`src/etcg_pkg.sv`:
```
// shared types, constants and tables for the encoder tempo clock generator
`default_nettype none

package etcg_pkg;

    localparam int TEMPO_W = 10;
    localparam int NUMER_W = 16;
    localparam int TIMER_W = 8;
    localparam int DIGIT_W = 4;
    localparam int CFG_INDEX_W = 2;
    localparam int CFG_DATA_W = 16;

    localparam logic [TEMPO_W-1:0] TEMPO_MAX = 10'd800;
    localparam logic [TEMPO_W-1:0] TEMPO_MIN = 10'd30;
    localparam logic [TEMPO_W-1:0] TEMPO_DEFAULT = 10'd120;

    localparam logic [TEMPO_W-1:0] RESET_START_TEMPO = 10'd120;
    localparam logic [NUMER_W-1:0] RESET_NUMERATOR = 16'd29297;
    localparam logic [TIMER_W-1:0] RESET_SETTLE = 8'd120;
    localparam logic [TIMER_W-1:0] RESET_MESSAGE = 8'd100;
    localparam logic [NUMER_W-1:0] RESET_PERIOD = NUMER_W'(29297 / 120);

    localparam int BEAT_DIVIDE_DEFAULT = 8;

    // restoring divider, one quotient bit per cycle
    localparam int DIV_STEPS = NUMER_W;
    localparam int DIV_CNT_W = $clog2(DIV_STEPS);

    // decimal split by reciprocal multiply, exact for values below 1000
    localparam logic [15:0] HUND_MUL = 16'd41;
    localparam int HUND_SHIFT = 12;
    localparam logic [14:0] TENS_MUL = 15'd205;
    localparam int TENS_SHIFT = 11;

    typedef enum logic [CFG_INDEX_W-1:0] {
        CFG_START_TEMPO = 2'd0,
        CFG_NUMERATOR   = 2'd1,
        CFG_SETTLE      = 2'd2,
        CFG_MESSAGE     = 2'd3
    } cfg_reg_e;

    typedef enum logic [1:0] {
        STEP_NONE = 2'd0,
        STEP_DOWN = 2'd1,
        STEP_UP   = 2'd2,
        STEP_SKIP = 2'd3
    } step_e;

    // indexed by {last phases, new phases}
    localparam step_e STEP_TABLE [16] = '{
        STEP_NONE, STEP_DOWN, STEP_UP,   STEP_SKIP,
        STEP_UP,   STEP_NONE, STEP_SKIP, STEP_DOWN,
        STEP_DOWN, STEP_SKIP, STEP_NONE, STEP_UP,
        STEP_SKIP, STEP_UP,   STEP_DOWN, STEP_NONE
    };

    typedef struct packed {
        logic [1:0] encoder_phases;
        logic       slow_tick;
    } in_item_t;

    typedef struct packed {
        logic               fast_clock;
        logic               beat_clock;
        logic [DIGIT_W-1:0] digit_hundreds;
        logic [DIGIT_W-1:0] digit_tens;
        logic [DIGIT_W-1:0] digit_units;
        logic               save_strobe;
        logic [TEMPO_W-1:0] save_tempo;
        logic [TEMPO_W-1:0] tempo_now;
    } out_item_t;

    typedef struct packed {
        logic accept;
        logic div_load;
        logic div_step;
        logic clamp;
        logic dig_h;
        logic dig_r;
        logic finish;
    } cmd_t;

    typedef struct packed {
        logic restart_req;
        logic step_valid;
        logic out_free;
    } status_t;

    function automatic logic [TEMPO_W-1:0] check_start(input logic [TEMPO_W-1:0] value);
        logic [TEMPO_W-1:0] t;
        t = value;
        if (t > TEMPO_MAX) t = TEMPO_DEFAULT;
        if (t < TEMPO_MIN) t = TEMPO_MIN;
        return t;
    endfunction

endpackage

`default_nettype wire

```
`src/etcg_datapath.sv`:
```
// datapath: config registers, tick and tempo state, divider, digit split, result register
`default_nettype none

module etcg_datapath #(
    parameter int BEAT_DIVIDE = etcg_pkg::BEAT_DIVIDE_DEFAULT
) (
    input  wire logic                                clk,
    input  wire logic                                rst_n,
    input  wire etcg_pkg::in_item_t                  in_item,
    input  wire logic                                out_stall,
    output etcg_pkg::out_item_t                      out_item,
    output logic                                     out_valid,
    input  wire logic                                cfg_we,
    input  wire logic [etcg_pkg::CFG_INDEX_W-1:0]    cfg_index,
    input  wire logic [etcg_pkg::CFG_DATA_W-1:0]     cfg_data,
    input  wire etcg_pkg::cmd_t                      cmd,
    output etcg_pkg::status_t                        status
);
    import etcg_pkg::*;

    localparam int BEAT_W = $clog2(BEAT_DIVIDE);

    cfg_reg_e cfg_sel;

    logic [TEMPO_W-1:0] start_tempo_reg, start_tempo_next;
    logic [NUMER_W-1:0] numerator_reg, numerator_next;
    logic [TIMER_W-1:0] settle_ticks_reg, settle_ticks_next;
    logic [TIMER_W-1:0] message_ticks_reg, message_ticks_next;

    logic [1:0]         last_phases_reg, last_phases_next;
    logic [TEMPO_W-1:0] tempo_reg, tempo_next;
    logic [TEMPO_W-1:0] saved_reg, saved_next;
    logic [NUMER_W-1:0] period_reg, period_next;
    logic [NUMER_W-1:0] tick_reg, tick_next;
    logic               fast_reg, fast_next;
    logic [BEAT_W-1:0]  beat_cnt_reg, beat_cnt_next;
    logic               beat_reg, beat_next;
    logic [TIMER_W-1:0] settle_reg, settle_next;
    logic [TIMER_W-1:0] message_reg, message_next;
    logic [TEMPO_W-1:0] shown_reg, shown_next;
    logic               strobe_reg, strobe_next;
    logic [TEMPO_W-1:0] store_reg, store_next;
    logic               out_valid_reg, out_valid_next;

    logic [NUMER_W-1:0] quo_reg;
    logic [TEMPO_W-1:0] rem_reg;
    logic [DIGIT_W-1:0] hund_reg;
    logic [6:0]         rest_reg;
    out_item_t          out_reg;

    logic               restart_req;
    step_e              step_code;
    logic               step_valid;
    logic [TEMPO_W-1:0] stepped_tempo;
    logic [TEMPO_W-1:0] start_value;
    logic [TEMPO_W:0]   trial;
    logic [15:0]        hund_prod;
    logic [14:0]        tens_prod;
    logic [DIGIT_W-1:0] tens_digit;
    logic [DIGIT_W-1:0] units_digit;

    assign cfg_sel = cfg_reg_e'(cfg_index);
    assign restart_req = cfg_we && (cfg_sel == CFG_START_TEMPO || cfg_sel == CFG_NUMERATOR);

    // encoder decode against the last accepted position
    assign step_code = STEP_TABLE[{last_phases_reg, in_item.encoder_phases}];
    assign step_valid = (in_item.encoder_phases != last_phases_reg) && (step_code != STEP_SKIP);

    always_comb
    begin
        stepped_tempo = tempo_reg;
        case (step_code)
            STEP_UP:   if (tempo_reg < TEMPO_MAX) stepped_tempo = tempo_reg + 10'd1;
            STEP_DOWN: if (tempo_reg > TEMPO_MIN) stepped_tempo = tempo_reg - 10'd1;
            default:   stepped_tempo = tempo_reg;
        endcase
    end

    assign start_value = check_start((cfg_sel == CFG_START_TEMPO) ? cfg_data[TEMPO_W-1:0]
                                                                  : start_tempo_reg);

    assign status.restart_req = restart_req;
    assign status.step_valid  = step_valid;
    assign status.out_free    = !out_valid_reg || !out_stall;

    // config registers
    always_comb
    begin
        start_tempo_next   = start_tempo_reg;
        numerator_next     = numerator_reg;
        settle_ticks_next  = settle_ticks_reg;
        message_ticks_next = message_ticks_reg;
        if (cfg_we)
        begin
            unique case (cfg_sel)
                CFG_START_TEMPO: start_tempo_next   = cfg_data[TEMPO_W-1:0];
                CFG_NUMERATOR:   numerator_next     = cfg_data[NUMER_W-1:0];
                CFG_SETTLE:      settle_ticks_next  = cfg_data[TIMER_W-1:0];
                CFG_MESSAGE:     message_ticks_next = cfg_data[TIMER_W-1:0];
                default:         start_tempo_next   = start_tempo_reg;
            endcase
        end
    end

    // per item state update, restart and period clamp
    always_comb
    begin
        last_phases_next = last_phases_reg;
        tempo_next       = tempo_reg;
        saved_next       = saved_reg;
        period_next      = period_reg;
        tick_next        = tick_reg;
        fast_next        = fast_reg;
        beat_cnt_next    = beat_cnt_reg;
        beat_next        = beat_reg;
        settle_next      = settle_reg;
        message_next     = message_reg;
        shown_next       = shown_reg;
        strobe_next      = strobe_reg;
        store_next       = store_reg;

        if (restart_req)
        begin
            last_phases_next = 2'd0;
            tempo_next       = start_value;
            saved_next       = start_value;
            shown_next       = start_value;
            tick_next        = '0;
            fast_next        = 1'b0;
            beat_cnt_next    = '0;
            beat_next        = 1'b0;
            settle_next      = '0;
            message_next     = '0;
        end
        else if (cmd.accept)
        begin
            // period match is checked before the counter advances
            if (tick_reg == period_reg)
            begin
                tick_next = '0;
                fast_next = !fast_reg;
                if (beat_cnt_reg == BEAT_W'(BEAT_DIVIDE - 1))
                begin
                    beat_cnt_next = '0;
                    beat_next     = !beat_reg;
                end
                else
                begin
                    beat_cnt_next = beat_cnt_reg + 1'b1;
                end
            end
            else
            begin
                tick_next = tick_reg + 16'd1;
            end

            strobe_next = 1'b0;
            store_next  = '0;
            if (in_item.slow_tick)
            begin
                if (settle_reg != '0) settle_next = settle_reg - 8'd1;
                if (message_reg != '0)
                begin
                    message_next = message_reg - 8'd1;
                    if (message_next == '0) shown_next = tempo_reg;
                end
                if (saved_reg != tempo_reg && settle_next == '0)
                begin
                    saved_next   = tempo_reg;
                    message_next = message_ticks_reg;
                    shown_next   = '0;
                    strobe_next  = 1'b1;
                    store_next   = tempo_reg;
                end
            end

            if (step_valid)
            begin
                tempo_next       = stepped_tempo;
                settle_next      = settle_ticks_reg;
                shown_next       = stepped_tempo;
                last_phases_next = in_item.encoder_phases;
            end
        end

        // new period in place; pull the counter back under it
        if (cmd.clamp)
        begin
            period_next = quo_reg;
            if (tick_reg > quo_reg) tick_next = quo_reg - 16'd1;
        end
    end

    always_comb
    begin
        out_valid_next = out_valid_reg;
        if (cmd.finish) out_valid_next = 1'b1;
        else if (out_valid_reg && !out_stall) out_valid_next = 1'b0;
    end

    always_ff @(posedge clk or negedge rst_n)
    begin
        if (!rst_n)
        begin
            start_tempo_reg   <= RESET_START_TEMPO;
            numerator_reg     <= RESET_NUMERATOR;
            settle_ticks_reg  <= RESET_SETTLE;
            message_ticks_reg <= RESET_MESSAGE;
            last_phases_reg   <= 2'd0;
            tempo_reg         <= RESET_START_TEMPO;
            saved_reg         <= RESET_START_TEMPO;
            period_reg        <= RESET_PERIOD;
            tick_reg          <= '0;
            fast_reg          <= 1'b0;
            beat_cnt_reg      <= '0;
            beat_reg          <= 1'b0;
            settle_reg        <= '0;
            message_reg       <= '0;
            shown_reg         <= RESET_START_TEMPO;
            strobe_reg        <= 1'b0;
            store_reg         <= '0;
            out_valid_reg     <= 1'b0;
        end
        else
        begin
            start_tempo_reg   <= start_tempo_next;
            numerator_reg     <= numerator_next;
            settle_ticks_reg  <= settle_ticks_next;
            message_ticks_reg <= message_ticks_next;
            last_phases_reg   <= last_phases_next;
            tempo_reg         <= tempo_next;
            saved_reg         <= saved_next;
            period_reg        <= period_next;
            tick_reg          <= tick_next;
            fast_reg          <= fast_next;
            beat_cnt_reg      <= beat_cnt_next;
            beat_reg          <= beat_next;
            settle_reg        <= settle_next;
            message_reg       <= message_next;
            shown_reg         <= shown_next;
            strobe_reg        <= strobe_next;
            store_reg         <= store_next;
            out_valid_reg     <= out_valid_next;
        end
    end

    // restoring division of the numerator by the tempo
    assign trial = {rem_reg, quo_reg[NUMER_W-1]};

    // decimal split of the shown value
    assign hund_prod   = 16'(shown_reg) * HUND_MUL;
    assign tens_prod   = 15'(rest_reg) * TENS_MUL;
    assign tens_digit  = tens_prod[TENS_SHIFT +: DIGIT_W];
    assign units_digit = DIGIT_W'(rest_reg - 7'(tens_digit) * 7'd10);

    always_ff @(posedge clk)
    begin
        if (cmd.div_load)
        begin
            quo_reg <= numerator_reg;
            rem_reg <= '0;
        end
        else if (cmd.div_step)
        begin
            if (trial >= {1'b0, tempo_reg})
            begin
                rem_reg <= TEMPO_W'(trial - {1'b0, tempo_reg});
                quo_reg <= {quo_reg[NUMER_W-2:0], 1'b1};
            end
            else
            begin
                rem_reg <= trial[TEMPO_W-1:0];
                quo_reg <= {quo_reg[NUMER_W-2:0], 1'b0};
            end
        end

        if (cmd.dig_h) hund_reg <= hund_prod[HUND_SHIFT +: DIGIT_W];
        if (cmd.dig_r) rest_reg <= 7'(shown_reg - 10'(hund_reg) * 10'd100);

        if (cmd.finish)
        begin
            out_reg.fast_clock     <= fast_reg;
            out_reg.beat_clock     <= beat_reg;
            out_reg.digit_hundreds <= hund_reg;
            out_reg.digit_tens     <= tens_digit;
            out_reg.digit_units    <= units_digit;
            out_reg.save_strobe    <= strobe_reg;
            out_reg.save_tempo     <= store_reg;
            out_reg.tempo_now      <= tempo_reg;
        end
    end

    assign out_item  = out_reg;
    assign out_valid = out_valid_reg;

    a_tempo_range: assert property (@(posedge clk) disable iff (!rst_n)
        tempo_reg >= TEMPO_MIN && tempo_reg <= TEMPO_MAX)
        else $error("tempo left its clamp range");

    a_strobe_store: assert property (@(posedge clk) disable iff (!rst_n)
        strobe_reg |-> store_reg >= TEMPO_MIN && store_reg <= TEMPO_MAX)
        else $error("save strobe without a valid tempo to store");

endmodule

`default_nettype wire

```
`src/etcg_ctrl.sv`:
```
// controller: sequences item update, tempo division, digit split and result hand-off
`default_nettype none

module etcg_ctrl (
    input  wire logic                clk,
    input  wire logic                rst_n,
    input  wire logic                in_valid,
    output logic                     in_stall,
    input  wire etcg_pkg::status_t   status,
    output etcg_pkg::cmd_t           cmd
);
    import etcg_pkg::*;

    typedef enum logic [2:0] {
        ST_IDLE,
        ST_DIV_LOAD,
        ST_DIV_RUN,
        ST_CLAMP,
        ST_DIG_H,
        ST_DIG_R,
        ST_FINISH
    } state_t;

    state_t               state_reg;
    logic                 item_reg;
    logic [DIV_CNT_W-1:0] count_reg;
    logic                 accept;

    assign in_stall = (state_reg != ST_IDLE) || status.restart_req;
    assign accept   = in_valid && !in_stall;

    always_comb
    begin
        cmd          = '0;
        cmd.accept   = accept;
        cmd.div_load = (state_reg == ST_DIV_LOAD);
        cmd.div_step = (state_reg == ST_DIV_RUN);
        cmd.clamp    = (state_reg == ST_CLAMP);
        cmd.dig_h    = (state_reg == ST_DIG_H);
        cmd.dig_r    = (state_reg == ST_DIG_R);
        cmd.finish   = (state_reg == ST_FINISH) && status.out_free;
    end

    always_ff @(posedge clk or negedge rst_n)
    begin
        if (!rst_n)
        begin
            state_reg <= ST_IDLE;
            item_reg  <= 1'b0;
            count_reg <= '0;
        end
        else
        begin
            unique case (state_reg)
                ST_IDLE:
                begin
                    if (status.restart_req)
                    begin
                        item_reg  <= 1'b0;
                        state_reg <= ST_DIV_LOAD;
                    end
                    else if (accept)
                    begin
                        item_reg  <= 1'b1;
                        state_reg <= status.step_valid ? ST_DIV_LOAD : ST_DIG_H;
                    end
                end
                ST_DIV_LOAD:
                begin
                    count_reg <= '0;
                    state_reg <= ST_DIV_RUN;
                end
                ST_DIV_RUN:
                begin
                    count_reg <= count_reg + 1'b1;
                    if (count_reg == DIV_CNT_W'(DIV_STEPS - 1)) state_reg <= ST_CLAMP;
                end
                ST_CLAMP:
                begin
                    // a restart has no result to deliver
                    state_reg <= item_reg ? ST_DIG_H : ST_IDLE;
                end
                ST_DIG_H:
                begin
                    state_reg <= ST_DIG_R;
                end
                ST_DIG_R:
                begin
                    state_reg <= ST_FINISH;
                end
                ST_FINISH:
                begin
                    if (status.out_free) state_reg <= ST_IDLE;
                end
                default:
                begin
                    state_reg <= ST_IDLE;
                end
            endcase
        end
    end

    a_div_done: assert property (@(posedge clk) disable iff (!rst_n)
        state_reg == ST_DIV_RUN && count_reg == DIV_CNT_W'(DIV_STEPS - 1)
        |=> state_reg == ST_CLAMP)
        else $error("divider did not finish after its last step");

    a_plain_item: assert property (@(posedge clk) disable iff (!rst_n)
        accept && !status.step_valid |=> state_reg == ST_DIG_H)
        else $error("item without tempo change did not go to digit split");

    a_restart: assert property (@(posedge clk) disable iff (!rst_n)
        state_reg == ST_IDLE && status.restart_req |=> state_reg == ST_DIV_LOAD && !item_reg)
        else $error("restart write did not start a period division");

endmodule

`default_nettype wire

```
`src/encoder_tempo_clock_generator_core.sv`:
```
// top level of the encoder tempo clock generator
//
// each input item is one prescaled base tick carrying the two encoder phases
// and the slow housekeeping flag; each item gives exactly one result item with
// the fast and beat clock levels, three display digits, the save strobe and
// the current tempo. both channels use valid/stall; an item moves at a rising
// edge with valid high and stall low.
// an item that leaves the tempo alone goes straight to the digit split and the
// hand-off; one with a valid encoder step first runs the restoring divider that
// finds the new period one quotient bit per cycle (16 steps), then clamps.
// the result sits in an output register; if the receiver stalls, the next item
// is still taken and worked until its own result is ready, then waits for the
// register to drain.
// after reset the block runs from the default registers at once (period 244).
// writing start_tempo or period_numerator restarts the state and re-runs the
// division: input is stalled until the division is done; other writes just store.
`default_nettype none

module encoder_tempo_clock_generator_core #(
    parameter int BEAT_DIVIDE = etcg_pkg::BEAT_DIVIDE_DEFAULT
) (
    input  wire logic                                clk,
    input  wire logic                                rst_n,
    input  wire logic                                in_valid,
    output logic                                     in_stall,
    input  wire etcg_pkg::in_item_t                  in_item,
    output logic                                     out_valid,
    input  wire logic                                out_stall,
    output etcg_pkg::out_item_t                      out_item,
    input  wire logic                                cfg_we,
    input  wire logic [etcg_pkg::CFG_INDEX_W-1:0]    cfg_index,
    input  wire logic [etcg_pkg::CFG_DATA_W-1:0]     cfg_data
);
    import etcg_pkg::*;

    cmd_t    cmd;
    status_t status;

    etcg_ctrl u_ctrl (
        .clk      (clk),
        .rst_n    (rst_n),
        .in_valid (in_valid),
        .in_stall (in_stall),
        .status   (status),
        .cmd      (cmd)
    );

    etcg_datapath #(
        .BEAT_DIVIDE (BEAT_DIVIDE)
    ) u_datapath (
        .clk       (clk),
        .rst_n     (rst_n),
        .in_item   (in_item),
        .out_stall (out_stall),
        .out_item  (out_item),
        .out_valid (out_valid),
        .cfg_we    (cfg_we),
        .cfg_index (cfg_index),
        .cfg_data  (cfg_data),
        .cmd       (cmd),
        .status    (status)
    );

endmodule

`default_nettype wire

```
`config.mk`:
```
export PLATFORM = sky130hd
export DESIGN_NAME = encoder_tempo_clock_generator_core
export DESIGN_NICKNAME = d
export VERILOG_FILES = /design/src/etcg_pkg.sv /design/src/etcg_datapath.sv /design/src/etcg_ctrl.sv /design/src/encoder_tempo_clock_generator_core.sv
export SDC_FILE = /design/constraint.sdc
export NUM_CORES = 1
export LEC_CHECK = 0
export BUFFER_PORTS_ARGS = -buffer_cell sky130_fd_sc_hd__buf_2
export CAP_MARGIN = 20
export CORE_UTILIZATION = 54
export CTS_CLUSTER_SIZE = 20
export DETAILED_ROUTE_END_ITERATION = 16
export HOLD_SLACK_MARGIN = 0.02
export PLACE_DENSITY = 0.71
export SLEW_MARGIN = 0
export SYNTH_ARGS = -nofsm -noshare
export SYNTH_HDL_FRONTEND = slang
export SYNTH_SLANG_ARGS = --single-unit
```
`constraint.sdc`:
```
create_clock -name clk -period 6.7 [get_ports clk]
set_clock_uncertainty 0.1 [all_clocks]
set_input_delay 0.67 -clock clk [delete_from_list [all_inputs] [get_ports clk]]
set_output_delay 0.67 -clock clk [all_outputs]
set_load 0.02 [all_outputs]
```
==> impl_summary.log, run 1 <==
INFO  metric ir_worst_vdd = 0.4560 mV
INFO  metric n_fill_cell = ~2,100
INFO  metric post-route-min-period = 4564 ps
INFO  metric synthTopCellsByArea = dfrtp_1 21%, edfxtp_1 14%, ha_1 10%
INFO  metric cp_max_fo = 4
INFO  metric crit_path_max_incr_delay = 510 ps
INFO  metric finalWeightedCongestion = about 0.89
INFO  metric die_x = 159.9 µm
INFO  metric syn-cell-area = 13,470 µm²
INFO  metric drc = 0
INFO  metric track_usage = 25.01%
INFO  metric synth.net_count = 1,487
INFO  metric final-seq-area = 5786 µm²
INFO  metric achievable-frequency = 0.2191 GHz
INFO  metric place.port_buffers = 62
INFO  metric synthMuxAreaShare = between 6 and 7%
INFO  metric post_cts_resize_count = 0
INFO  metric globalRouteOverflowTotal = 0
INFO  metric syn-mean-instance-area = 10.10 µm²
INFO  metric wl = about 31 mm
INFO  metric reg2reg_setup_slack = 2140 ps
INFO  metric route.met2.wl = between 10 and 15 mm
INFO  metric holdCritPathClass = in2async
INFO  metric cellLeakagePower = 6.667 nW
INFO  metric numClockSinks = 219
INFO  metric worst_r2r_path_depth = 16
INFO  metric viasPerCell = around 5.9
INFO  metric rows = 57
INFO  metric wl_met1 = roughly 14 mm
INFO  metric setup-violations-final = 0
INFO  metric nNetsFinal = 1,528
INFO  metric largest_register_ff_count = 35
INFO  metric r2r_start = u_datapath.rest_reg[4]
INFO  metric cts-root-to-sink-buffers = 3
INFO  metric finalHoldWorstSlack = 66.20 ps
INFO  metric pwr_density_cell = 520.9 nW/µm²
INFO  metric antenna_fix_cells = 0
INFO  metric final_area = between 10,000 and 15,000 µm²
INFO  metric postCtsHoldBufs = 0
INFO  metric arrival = 4740 ps
INFO  metric drt_pass1_iterations = 7
INFO  metric setup.worst_path.class = reg2reg
INFO  metric synth_top_flop_cell = dfrtp_1
INFO  metric top_layer = met4
INFO  metric core = 24,390 µm²
INFO  metric cts_inserted_buffers = 26
INFO  metric fin_tns_setup = 0 ps
INFO  metric cp.required = ~6900 ps
INFO  metric fraction_of_layout_instances_using_a_drive_strength_above_1 = 15.93%
INFO  metric synth-seq-cells = 219
INFO  metric run_status = completed
INFO  metric synth_sequential_area_ratio = 42.97%
INFO  metric largest_family_of_logic_cells_by_synthesized_area = compound AO/OA/AOI/OAI gates
INFO  metric synth_async_sr_flop_share = 67.12%
INFO  metric fp.dieArea = 25,570 µm²
INFO  metric postSynthCellCount = 1,333
INFO  metric yosys.area.top_type = dfrtp_1
INFO  metric synthToLayoutAreaGrowth = 10.71%
INFO  metric crit-reg2reg-capture = u_datapath.out_item[24]
INFO  metric vias = 10,182
INFO  metric cts.htree.levels = 1
INFO  metric grt_antenna_before_repair = 0
INFO  metric synth_edf_count = 62
INFO  metric mostFrequentLayoutCells = 120 x nand2_1, 113 x ha_1, 111 x dfrtp_1
INFO  metric maximum_number_of_pins_on_one_net_before_global_route_repair = 79
INFO  metric area_of_combinational_cells_with_multiple_inputs = 7049 µm²
INFO  metric synth_compound_area_share = 14.65%
INFO  metric crit_chain = ha_1 > ha_1 > fa_1 > inv_1 > fa_1 > inv_1 > ha_1 > a311oi_1 > o21ai_0 > and2_1 > nor2_1 > xnor2_1 > fa_1 > xor2_1 > xnor2_1 > xnor2_1
INFO  metric dr.first_iter.drc_count = 842
INFO  metric synth_xor_area_share = 5.203%
INFO  metric netlist.area_leader.share = 20.63%
INFO  metric relSlewSlack = 21.75%
INFO  metric post_cts_setup_repair_bufs = 0
INFO  metric tightestPinTransition = 1144 ps
INFO  metric clk_transition_reported_paths = 60 ps
INFO  metric timing.critical_path.slowest_stage_cell = fa_1
INFO  metric setup_repair_after_global_routing_missed_its_margin = false
INFO  metric detailroute.wirelength.met3 = 1.785 mm
INFO  metric final.period_utilization = between 60% and 70%
INFO  metric initial_utilization = 55.21%
INFO  metric clock_tree_from_tritoncts = built
INFO  metric cap_viol_max_count = 0
INFO  metric clk_latency = 530 ps
INFO  metric via_count_of_the_first_global_routing_pass = 9,918
INFO  metric cts.root.buffer_cell = clkbuf_16
INFO  metric setup.worst_path.end_class = register
INFO  metric avgRoutedWirePerCell = 18.14 µm
INFO  metric finalMaxSlewViolations = 0
INFO  metric finalHoldViolations = 0
INFO  metric dieHeight = 159.9 µm
INFO  metric placed_cell_area = 14,030 µm²
INFO  metric worstSetupStartpointType = register
INFO  metric postRouteAntennaNets = 0
INFO  metric netlist-cell-type-count = 73
INFO  metric final_common_cell = nand2_1
INFO  metric count_of_boundary_i_o_pins = 63
INFO  metric wire_length_of_the_first_global_routing_pass = 51.63 mm
INFO  metric hpwl = 22.50 mm
INFO  metric ys_warn_count = 0
INFO  metric yosys.area_share.simple = 12.86%
INFO  metric synth_fa_ha_area_share = 12.73%
-- critical path: cells and delay by family, from the launching register on --
| kind | cells | cell delay (ps) |
|---|---|---|
| flip-flops | 1 | 450 |
| XOR/XNOR | 4 | 560 |
| AO/OA/AOI/OAI | 2 | 420 |
| adder cells (fa/ha/maj) | 6 | 2370 |
| buffers and inverters | 2 | 100 |
| AND/OR/NAND/NOR | 2 | 330 |
-- through the flow --
stage / total power [mW] / setup slack (ps) / std cells / util (%)
2_1_floorplan: 5.332 / 2372 / 1333 / -
3_3_place_gp: 6.174 / 2184 / 1669 / 57.50
3_5_place_dp: 6.331 / 2108 / 1669 / 57.50
4_1_cts: 7.797 / 2105 / 1717 / 61.09
5_1_grt: 8.449 / 1899 / 1718 / 61.12
6_report: 7.766 / 2136 / 1718 / 61.12
-- layout make-up --
type,instances,share of cell area (%)
inverter,105,2.644
clock inverter,13,0.9904
sequential,219,38.81
tap,324,2.719
clock buffer,35,4.876
multi-input combinational,949,47.29
timing repair buffer,73,2.677
-- cells in the mapped netlist (7+ instances only) --
cell,number
o21ai_0,107
nand2_1,120
o22a_1,7
nor4_1,13
a22o_1,13
a31oi_1,17
ha_1,113
and2_1,10
nor2_1,68
o22ai_1,13
edfxtp_1,62
o31ai_1,8
nand2b_1,9
nand4_1,21
dfstp_2,36
mux2_2,53
xnor2_1,45
mux2i_1,28
fa_1,15
a21o_1,15
dfrtp_1,111
a21oi_1,45
inv_1,103
nand3_1,47
dfxtp_1,10
clkbuf_1,45
nor3_1,29
and3_1,9
a221o_1,10
xor2_1,35
-- per-layer routing --
layer | track usage, % | vias to the layer above
met3 | 3.195 | 42
met2 | 41.29 | 298
met4 | 5.887 | 0
met5 | 0 | -
li1 | - | 4914
met1 | 35.16 | 4928
-- kinds of logic after synthesis --
group,after synthesis
AND/OR/NAND/NOR,359
AO/OA/AOI/OAI,299
flip-flops,219
buffers and inverters,165
adder cells (fa/ha/maj),128
multiplexers,83
XOR/XNOR,80
-- how the worst max path moves through the flow --
| stage | startpoint | end | slack [ps] |
|---|---|---|---|
| floorplan | u_datapath.rest_reg[4] | u_datapath.out_item[24] | 2370 |
| global placement | u_datapath.rest_reg[4] | u_datapath.out_item[24] | 2180 |
| detailed placement | u_datapath.rest_reg[4] | u_datapath.out_item[24] | 2110 |
| CTS | u_datapath.rest_reg[4] | u_datapath.out_item[24] | 2100 |
| global route | u_datapath.rest_reg[4] | u_datapath.out_item[24] | 1900 |
| finish | u_datapath.rest_reg[4] | u_datapath.out_item[24] | 2140 |
-- where the power goes --
part / switching, mW / leakage (nW) / internal, mW
logic: 2.25 / 3.78 / 1.66
clock network: 0.551 / 0.415 / 0.876
registers: 0.451 / 2.47 / 1.98
total: 3.25 / 6.67 / 4.51
No activity file was read; power rests on OpenSTA's default activity.
==> run 2: changes to the inputs <==
- ABC_AREA: default -> 1
- clock period: 6.7 -> 4.3 ns (I/O delays scaled with it)
==> impl_summary.log, run 2 <==
INFO  metric run_status = completed (unchanged)
INFO  metric synth_compound_area_share = 10.49% (was 14.65%)
INFO  metric grt_antenna_before_repair = 0 (unchanged)
INFO  metric yosys.area.top_type = dfrtp_1 (unchanged)
INFO  metric synth_xor_area_share = 4.443% (was 5.203%)
INFO  metric finalMaxSlewViolations = 0 (unchanged)
INFO  metric post-route-min-period = 4271 ps (was 4564 ps)
INFO  metric synthTopCellsByArea = dfrtp_1 20%, edfxtp_1 13%, nand2_1 11% (was dfrtp_1 21%, edfxtp_1 14%, ha_1 10%)
INFO  metric drc = 0 (unchanged)
INFO  metric vias = 11,363 (was 10,182)
INFO  metric netlist.area_leader.share = 20.13% (was 20.63%)
INFO  metric p_sw = 5.146 mW (was 3.251 mW)
INFO  metric finalHoldViolations = 0 (unchanged)
INFO  metric synth_edf_count = 62 (unchanged)
INFO  metric viasPerCell = 5.458 (was 5.927)
INFO  metric place.port_buffers = 62 (unchanged)
INFO  metric setup-violations-final = 0 (unchanged)
INFO  metric pwr_density_cell = 732.8 nW/µm² (was 520.9 nW/µm²)
INFO  metric setup.worst_path.end_class = register (unchanged)
INFO  metric numClockSinks = 219 (unchanged)
INFO  metric synth_most_common_cell = nand2_1 (unchanged)
INFO  metric total_power = 11.39 mW (was 7.766 mW)
INFO  metric setup.worst_path.class = reg2reg (unchanged)
INFO  metric synth_fa_ha_area_share = 12.42% (was 12.73%)
INFO  metric drt_pass1_iterations = 5 (was 7)
INFO  metric synth.net_count = 1,812 (was 1,487)
INFO  metric wire_length_of_the_first_global_routing_pass = 55.06 mm (was 51.63 mm)
INFO  metric synth_common_cells = 422 x nand2_1, 179 x inv_1, 135 x o21ai_0, 119 x nand3_1, 113 x ha_1 (was 120 x nand2_1, 113 x ha_1, 111 x dfrtp_1, 107 x o21ai_0, 103 x inv_1)
INFO  metric netlist-cell-type-count = 54 (was 73)
INFO  metric track_usage = 25.89% (was 25.01%)
INFO  metric final_common_cell = nand2_1 (unchanged)
INFO  metric maximum_number_of_pins_on_one_net_before_global_route_repair = 91 (was 79)
INFO  metric hpwl = 23.84 mm (was 22.50 mm)
INFO  metric holdCritPathClass = in2reg (was in2async)
INFO  metric cp.required = 4480 ps (was 6880 ps)
INFO  metric clk_latency = 550 ps (was 530 ps)
INFO  metric count_of_boundary_i_o_pins = 63 (unchanged)
INFO  metric synth-seq-cells = 219 (unchanged)
INFO  metric pre_cts_ws = -147.1 ps (was 2108 ps)
INFO  metric final.setup.worst_slack = 29.05 ps (was 2136 ps)
INFO  metric core = 25,110 µm² (was 24,390 µm²)
INFO  metric antenna_fix_cells = 0 (unchanged)
INFO  metric clock_tree_from_tritoncts = built (unchanged)
INFO  metric final.period_utilization = 99.32% (was 68.12%)
INFO  metric switching_share = 45.16% (was 41.87%)
INFO  metric arrival = 4450 ps (was 4740 ps)
INFO  metric seqPwrFrac = 31.4% (was 31.3%)
INFO  metric postSynthCellCount = 1,658 (was 1,333)
INFO  metric via_count_of_the_first_global_routing_pass = 11,135 (was 9,918)
INFO  metric clkPwrFrac = 17.9% (was 18.4%)
INFO  metric die_x = 161.9 µm (was 159.9 µm)
INFO  metric achievable-frequency = 0.2341 GHz (was 0.2191 GHz)
INFO  metric relSlewSlack = 36.51% (was 21.75%)
INFO  metric tightestPinTransition = 951.3 ps (was 1144 ps)
INFO  metric largest_family_of_logic_cells_by_synthesized_area = simple AND/OR/NAND/NOR gates (was compound AO/OA/AOI/OAI gates)
INFO  metric syn-mean-instance-area = 8.323 µm² (was 10.10 µm²)
INFO  metric share_comb_of_total_power = 50.7% (was 50.3%)
INFO  metric cts.root.buffer_cell = clkbuf_16 (unchanged)
INFO  metric dr.first_iter.drc_count = 990 (was 842)
INFO  metric avgRoutedWirePerCell = 15.82 µm (was 18.14 µm)
INFO  metric cellLeakagePower = 7.380 nW (was 6.667 nW)
INFO  metric cts-root-to-sink-buffers = 3 (unchanged)
INFO  metric synthMuxAreaShare = 0.5622% (was 6.737%)
INFO  metric postLayoutCoreUtil = 61.93% (was 61.12%)
INFO  metric synth_top_flop_cell = dfrtp_1 (unchanged)
INFO  metric ys_warn_count = 0 (unchanged)
INFO  metric finalWeightedCongestion = 0.9129 (was 0.8880)
INFO  metric setup_repair_after_global_routing_missed_its_margin = true (was false)
INFO  metric worstSetupStartpointType = register (unchanged)
INFO  metric cts.htree.levels = 1 (unchanged)
INFO  metric fraction_of_layout_instances_using_a_drive_strength_above_1 = 15.13% (was 15.93%)
INFO  metric rows = 58 (was 57)
INFO  metric cp_max_fo = 4 (unchanged)
INFO  metric postRouteAntennaNets = 0 (unchanged)
INFO  metric yosys.area_share.simple = 23.18% (was 12.86%)
INFO  metric wl = 32.95 mm (was 31.16 mm)
INFO  metric synth_sequential_area_ratio = 41.93% (was 42.97%)
INFO  metric synth_async_sr_flop_share = 67.12% (unchanged)
INFO  metric p_int = 6.249 mW (was 4.515 mW)
INFO  metric fp.dieArea = 26,200 µm² (was 25,570 µm²)
INFO  metric syn-cell-area = 13,800 µm² (was 13,470 µm²)
INFO  metric dieHeight = 161.9 µm (was 159.9 µm)
INFO  metric cts_inserted_buffers = 25 (was 26)
INFO  metric clk_transition_reported_paths = 60 ps (about the same)
INFO  metric largest_register_ff_count = 35 (unchanged)
INFO  metric nNetsFinal = 1,887 (was 1,528)
INFO  metric ir_worst_vdd = 0.5352 mV (was 0.4560 mV)
INFO  metric mostFrequentLayoutCells = 421 x nand2_1, 174 x inv_1, 133 x o21ai_0 (was 120 x nand2_1, 113 x ha_1, 111 x dfrtp_1)
INFO  metric globalRouteOverflowTotal = 0 (unchanged)
INFO  metric cap_viol_max_count = 0 (unchanged)
INFO  metric synthToLayoutAreaGrowth = 12.68% (was 10.71%)
INFO  metric initial_utilization = 54.96% (was 55.21%)
[run 2: area by class of cell]
cell class                      count  area [µm²]
Clock inverter                     12       92.59
Tap cell                          330       412.9
Timing Repair Buffer               96       606.8
Inverter                          194       728.2
Sequential cell                   219        5786
Fill cell                        2194        9559
Clock buffer                       34       679.4
Multi-Input combinational cell   1197        7244
[run 2: final timing paths]
| path | startpoint | endpoint | slack, ps | cells after the start |
|---|---|---|---|---|
| min reg2reg | u_datapath.store_reg[9] | u_datapath.out_item[19] | 340 | 0 |
| max | u_datapath.rest_reg[4] | u_datapath.out_item[24] | 30 | 20 |
| max in group asynchronous | rst_n | u_datapath.settle_ticks_reg[6] | 2660 | 3 |
| min in group asynchronous | rst_n | u_datapath.numerator_reg[11] | 420 | 2 |
| min | cfg_data[11] | u_datapath.numerator_reg[11] | 40 | 2 |
| max reg2reg | u_datapath.rest_reg[4] | u_datapath.out_item[24] | 30 | 20 |
[run 2: power groups by stage]
stage                     clock [mW]  combinational (mW)  sequential [mW]
after floorplan                    0                4.46             3.38
after global placement             0                5.49             3.58
after detailed placement           0                5.67             3.60
after CTS                       2.07                5.75             3.57
after global routing            2.15                6.66             3.65
final                           2.04                5.78             3.58
[run 2: per-layer routing]
layer  routed length (µm)  GRT usage (%)  up-vias
met5                    0              0        -
met2                15230          42.98      313
met1                15020          35.54     5352
met3                 1900          3.371       51
met4                  799          7.204        0
li1                     -              -     5647
[run 2: timing repair]
item                                    in CTS  in global routing
endpoints found under the setup margin       1                  1
hold buffers                                 6                  0
setup buffers                                5                  1
pin swaps                                   20                 21
endpoints found under the hold margin       66                  0
gates resized for setup                     21                 10
gates cloned                                 0                  0
[run 2: critical path: stages, from the launching register on]
cell      delay (ps)
edfxtp_1         510
ha_4             300
fa_1             460
ha_1             310
inv_2             40
fa_1             380
inv_1            110
ha_4             220
a21oi_2          120
nor2_1            50
a211oi_1         180
o21ai_1          120
xor2_1           170
ha_2             190
fa_2             350
xor2_2           150
inv_1             60
nand2_2           70
nand2_1           50
nand2_1           60
nand2_1           40
[run 2: kinds of logic (layout without fill, tap and decap cells)]
group	count (synthesis)	in the layout
buffers and inverters	242	336
xor gates and xnor gates	70	70
adders and majority gates	128	128
and+or+nand+nor	739	739
muxes	7	7
AOI/OAI and AO/OA	253	253
DFF	219	219
[run 2: stage by stage]
stage                     std cells  TNS, ps  hold WS (ps)  cell area (µm²)
after floorplan                1658        0         34.41            13800
after global placement         2024   -91.49         332.2            14470
after detailed placement       2024   -147.1         335.1            14470
after CTS                      2081   -25.16         23.82            15480
after global routing           2082   -146.8         45.93            15550
final                          2082        0         38.39            15550
